<file path="src/tdpt_pkg.sv">
`default_nettype none
// ----------------------------------------------------------------------------
// tdpt_pkg
// Shared types and constants for the trial division primality tester.
// ----------------------------------------------------------------------------
package tdpt_pkg;

    // First divisor of the 6k-1 / 6k+1 sequence and its square
    localparam int DIV_FIRST    = 5;
    localparam int SQ_FIRST     = 25;
    // Step between pairs, gap inside a pair
    localparam int DIV_STEP     = 6;
    localparam int DIV_PAIR_GAP = 2;
    // (i+6)^2 - i^2 = 12*i + 36
    localparam int SQ_STEP_ADD  = 36;
    // Small divisors screened before the pair loop
    localparam int DIV_TWO      = 2;
    localparam int DIV_THREE    = 3;
    localparam int ONE          = 1;

    // Sequencer states, one-hot
    typedef enum logic [3:0] {
        ST_IDLE   = 4'b0001,
        ST_NEXT   = 4'b0010,
        ST_DIV    = 4'b0100,
        ST_FINISH = 4'b1000
    } t_state;

    // Which divisor is under test
    typedef enum logic [1:0] {
        PH_TWO   = 2'd0,
        PH_THREE = 2'd1,
        PH_LOW   = 2'd2,
        PH_HIGH  = 2'd3
    } t_phase;

    // Status from the remainder unit to the sequencer
    typedef struct packed {
        logic done;   // one-cycle pulse, remainder valid
        logic zero;   // remainder is zero
    } t_mod_status;

endpackage
`default_nettype wire

</file>
<file path="src/tdpt_mod_unit.sv">
`default_nettype none
// ----------------------------------------------------------------------------
// tdpt_mod_unit
// Restoring remainder unit: one quotient bit per cycle, DATA_WIDTH bits
// per operation, reports whether the remainder is zero.
// ----------------------------------------------------------------------------
module tdpt_mod_unit #(
    parameter int DATA_WIDTH = 32
) (
    input  wire                     i_clk,
    input  wire                     i_rst_n,
    input  wire                     i_start,
    input  wire  [DATA_WIDTH-1:0]   i_dividend,
    input  wire  [DATA_WIDTH-1:0]   i_divisor,
    output tdpt_pkg::t_mod_status   o_status
);

    localparam int CW = (DATA_WIDTH > 1) ? $clog2(DATA_WIDTH) : 1;

    logic                  r_busy, n_busy;
    logic                  r_done, n_done;
    logic [CW-1:0]         r_cnt, n_cnt;
    logic [DATA_WIDTH-1:0] r_shift, n_shift;
    logic [DATA_WIDTH-1:0] r_div, n_div;
    logic [DATA_WIDTH-1:0] r_rem, n_rem;
    logic [DATA_WIDTH:0]   w_trial;
    logic [DATA_WIDTH:0]   w_diff;

    assign w_trial = {r_rem, r_shift[DATA_WIDTH-1]};
    assign w_diff  = w_trial - {1'b0, r_div};

    always_comb begin
        n_busy  = r_busy;
        n_done  = 1'b0;
        n_cnt   = r_cnt;
        n_shift = r_shift;
        n_div   = r_div;
        n_rem   = r_rem;
        if (i_start && !r_busy) begin
            n_busy  = 1'b1;
            n_cnt   = CW'(DATA_WIDTH - 1);
            n_shift = i_dividend;
            n_div   = i_divisor;
            n_rem   = '0;
        end else if (r_busy) begin
            // keep the difference when the trial value covers the divisor
            if (!w_diff[DATA_WIDTH]) begin
                n_rem = w_diff[DATA_WIDTH-1:0];
            end else begin
                n_rem = w_trial[DATA_WIDTH-1:0];
            end
            n_shift = r_shift << 1;
            n_cnt   = r_cnt - CW'(1);
            if (r_cnt == '0) begin
                n_busy = 1'b0;
                n_done = 1'b1;
            end
        end
    end

    always_ff @(posedge i_clk) begin
        if (!i_rst_n) begin
            r_busy <= 1'b0;
            r_done <= 1'b0;
            r_cnt  <= '0;
        end else begin
            r_busy <= n_busy;
            r_done <= n_done;
            r_cnt  <= n_cnt;
        end
    end

    always_ff @(posedge i_clk) begin
        r_shift <= n_shift;
        r_div   <= n_div;
        r_rem   <= n_rem;
    end

    assign o_status.done = r_done;
    assign o_status.zero = (r_rem == '0);

endmodule
`default_nettype wire

</file>
<file path="config.mk">
export PLATFORM = sky130hd
export DESIGN_NAME = tdpt_mod_unit
export DESIGN_NICKNAME = d
export VERILOG_FILES = /design/src/tdpt_pkg.sv /design/src/tdpt_mod_unit.sv
export SDC_FILE = /design/constraint.sdc
export NUM_CORES = 1
export LEC_CHECK = 0
export BUFFER_PORTS_ARGS = -buffer_cell sky130_fd_sc_hd__buf_2
export CORE_UTILIZATION = 45
export DETAILED_ROUTE_END_ITERATION = 8
export GPL_TIMING_DRIVEN = 0
export HOLD_SLACK_MARGIN = 0.02
export PLACE_DENSITY = 0.6
export SETUP_SLACK_MARGIN = 0.5
export SKIP_CTS_REPAIR_TIMING = 1
export SLEW_MARGIN = 5
export SYNTH_ARGS = -nofsm -noshare
export SYNTH_HDL_FRONTEND = slang
export SYNTH_SLANG_ARGS = --single-unit
</file>
<file path="constraint.sdc">
create_clock -name i_clk -period 9.15 [get_ports i_clk]
set_input_delay 0.915 -clock i_clk [delete_from_list [all_inputs] [get_ports i_clk]]
set_output_delay 0.915 -clock i_clk [all_outputs]
set_load 0.005 [all_outputs]
</file>
==> results.yml <==
synth:
  synth.top_cell.area_share: 0.3176
  ys_top_cells_by_area: "edfxtp_1, dfxtp_1, ha_1, mux2_2, mux2_4"
  yosys_warnings: 0
  synthDistinctLibCells: 60
  syn_area_mm2: 0.006052
  netlist_instances: 540
  synth_seq_area_share: 0.4466
  ys.flop_type: "edfxtp_1"
  yosysTopAreaCell: "edfxtp_1"
  syn_area_per_cell_um2: 11.21
  ys_ff_latch: 103
  synth_edf_count: 64
  async_flop_share: 0
  synth_fp_nets: 642
timing:
  skew_ns: 0.009401
  max_clock_freq_ghz: 0.2925
  finalCritPeriodShare: 0.3736
  hold_viol_final: 0
  setup_viol: 0
  finalSetupTns_ns: 0
  maxSlewViolCount: 0
  tightest_slew_ns: 1.141
  max-slew-margin-rel: 0.2345
  rsz0062_at_grt: "false"
  min_period_ns: 3.418
critical_path:
  path_class: "flip-flop to flip-flop"
  r2r_start: "r_rem[12]"
  cp_data_arrival_time_ns: 3.66
  required_ns: 9.39
  critPathMaxFanout: 10
  cp_cell_sequence: "ha_1 > buf_4 > and3_1 > nand3_1 > a211oi_1 > a2111oi_2 > nor2_2 > a41oi_4 > xnor2_2 > buf_6 > mux2_4 > a22o_1"
  max_stage_delay_ns: 0.44
  crit_buf_inv: 2
  r2r_slack_ns: 5.73
  slowest_stage: "a211oi_1"
  r2r_cells: 12
  r2r-end: "r_rem[8]"
  critPathLaunchType: "flip-flop"
  path_delay_family: "compound AO/OA/AOI/OAI gates"
  endpoint_kind: "flip-flop"
clock_network:
  numCtsBuffers: 9
  ctsHtreeMaxLevel: 3
  clock_latency_ns: 0.35
  path_clk_slew_ns: 0.07
  cts_buffer_depth: 2
  clock_tree.root_cell: "clkbuf_16"
  cts_tree: "yes"
  clock_sinks: 103
placed_design:
  io_buffers: 68
  dp_hpwl_mm: 9.248
  gp_congestion: 0.8308
route:
  wl_per_cell_um: 15.35
  dr.pass1.iters: 4
  vias: 4381
  vias_per_cell: 5.469
  finalWirelength_mm: 12.30
  drt_iter0_markers: 260
  ant_nets: 0
  drc: 0
outcome:
  outcome: "finished clean"
power_and_ir_drop:
  clkPwrFrac: 0.184
  seqPwrFrac: 0.337
  p_int_mw: 1.249
  combPwrFrac: 0.478
  power.density_mw_per_mm2: 284.7
  p_sw_frac: 0.3658
  p_sw_mw: 0.7205
  power_mw: 1.970
  p_leak_nw: 2.961
  ir_worst_vdd_mv: 0.1335
floorplan:
  core-area_mm2: 0.01319
  die-area_mm2: 0.01392
  die_x_um: 118.0
  die-height_um: 118.0
  io-pin-count: 69
  rows: 42
  start_util: 0.4588
worst_hold_path:
  min-delay-start: "r_rem[25]"
  hold_end: "r_rem[25]"
  worstHoldPathCells: 2
  hp-class: "flip-flop to flip-flop"
cells_and_area:
  nets: 722
  area_growth_pct: 14.31
  final_layout_size_suffix_gt1_frac: 0.2544
  diodes: 0
grt:
  grt_max_degree: 35
  grt_pass1_wl_mm: 21.39
  antenna_found_initial: 0
  grt_pass1_vias: 4522
  grt_use_total: 0.1919
  overflow: 0
flow_run:
  cap_violations: 0
power groups by stage:
stage	logic, mW	registers [mW]	clock network [mW]
2_1_floorplan	0.761	0.648	0
3_3_place_gp	0.921	0.672	0
3_5_place_dp	0.935	0.672	0
4_1_cts	0.941	0.663	0.377
5_1_grt	1.05	0.677	0.391
6_report	0.942	0.665	0.363
cells in the final DEF, fill, tap and decap left out, types with 23 or more instances in the layout:
cell type  Yosys  final
a22o_1        26     26
a21oi_1       31     31
dfxtp_1       39     39
inv_1         43     42
edfxtp_1      64     64
nor2_1        23     23
ha_1          34     34
nand2_1       32     32
mux2_2        33     33
buf_2          0     68
through the flow:
stage / cells / cell area (um^2) / hold WS (ns) / util / setup WS (ns)
floorplan: 540 / 6052 / 0.4814 / - / 6.069
global placement: 784 / 6613 / 0.5064 / 0.5013 / 5.177
detailed placement: 785 / 6641 / 0.5153 / 0.5035 / 5.743
CTS: 801 / 6918 / 0.5319 / 0.5245 / 5.711
global route: 801 / 6918 / 0.5621 / 0.5245 / 5.454
finish: 801 / 6918 / 0.5351 / 0.5245 / 5.732
registers in the layout, indices dropped and copies added (netlist names):
name,cells
r_rem,32
r_cnt,5
r_done,1
r_shift,32
r_div,32
r_busy,1
cell type report:
class / count / area (um^2)
Multi-Input combinational cell: 376 / 3043
Clock inverter: 7 / 51.30
Timing Repair Buffer: 69 / 367.9
Buffer: 18 / 146.4
Tap cell: 176 / 220.2
Inverter: 43 / 161.4
Sequential cell: 103 / 2703
Clock buffer: 9 / 225.2
Fill cell: 1211 / 6272
cell usage after synthesis, drive strengths merged (7+ instances only):
library cell and number:
a21o 11, a21oi 32, a22o 26, buf 8, dfxtp 39, edfxtp 64
ha 34, inv 43, mux2 55, nand2 32, nand2b 8, nand3 7
nor2 24, nor3 10, nor4 9, o21ai 19, xnor2 17, xor2 9
tightest hold or removal path: stages, from the launching register on:
cell and delay [ns]:
dfxtp_1 0.37, nand2_1 0.07, o221ai_1 0.06
routing by layer:
| layer | vias to the layer above | wire, um | global-route usage |
|---|---|---|---|
| li1 | 2199 | - | - |
| met5 | - | 0 | 0 |
| met3 | 19 | 611 | 0.04845 |
| met2 | 96 | 5559 | 0.2974 |
| met1 | 2067 | 5894 | 0.2574 |
| met4 | 0 | 232 | 0.07212 |
how the worst max path moves through the flow:
stage / cells past startpoint / start / slack (ns) / endpoint
after floorplan: 4 / i_start / 6.07 / r_shift[23]
after global placement: 5 / i_start / 5.18 / r_shift[27]
after detailed placement: 13 / r_shift[31] / 5.74 / r_rem[17]
after global routing: 12 / r_div[12] / 5.45 / r_rem[11]
after CTS: 13 / r_shift[31] / 5.71 / r_rem[8]
final: 12 / r_rem[12] / 5.73 / r_rem[8]
kinds of logic (layout without fill, tap and decap cells):
kind of cell             count (synthesis)  count (layout)  synth area share
AND/OR/NAND/NOR                        118             118            0.1007
XOR/XNOR                                26              26           0.03887
adder cells (fa/ha/maj)                 35              35           0.07360
AO/OA/AOI/OAI                          139             139            0.1687
multiplexers                            58              58            0.1209
flip-flops                             103             103            0.4466
buffers and inverters                   61             146           0.05065
(Power assumes the default switching activity.)
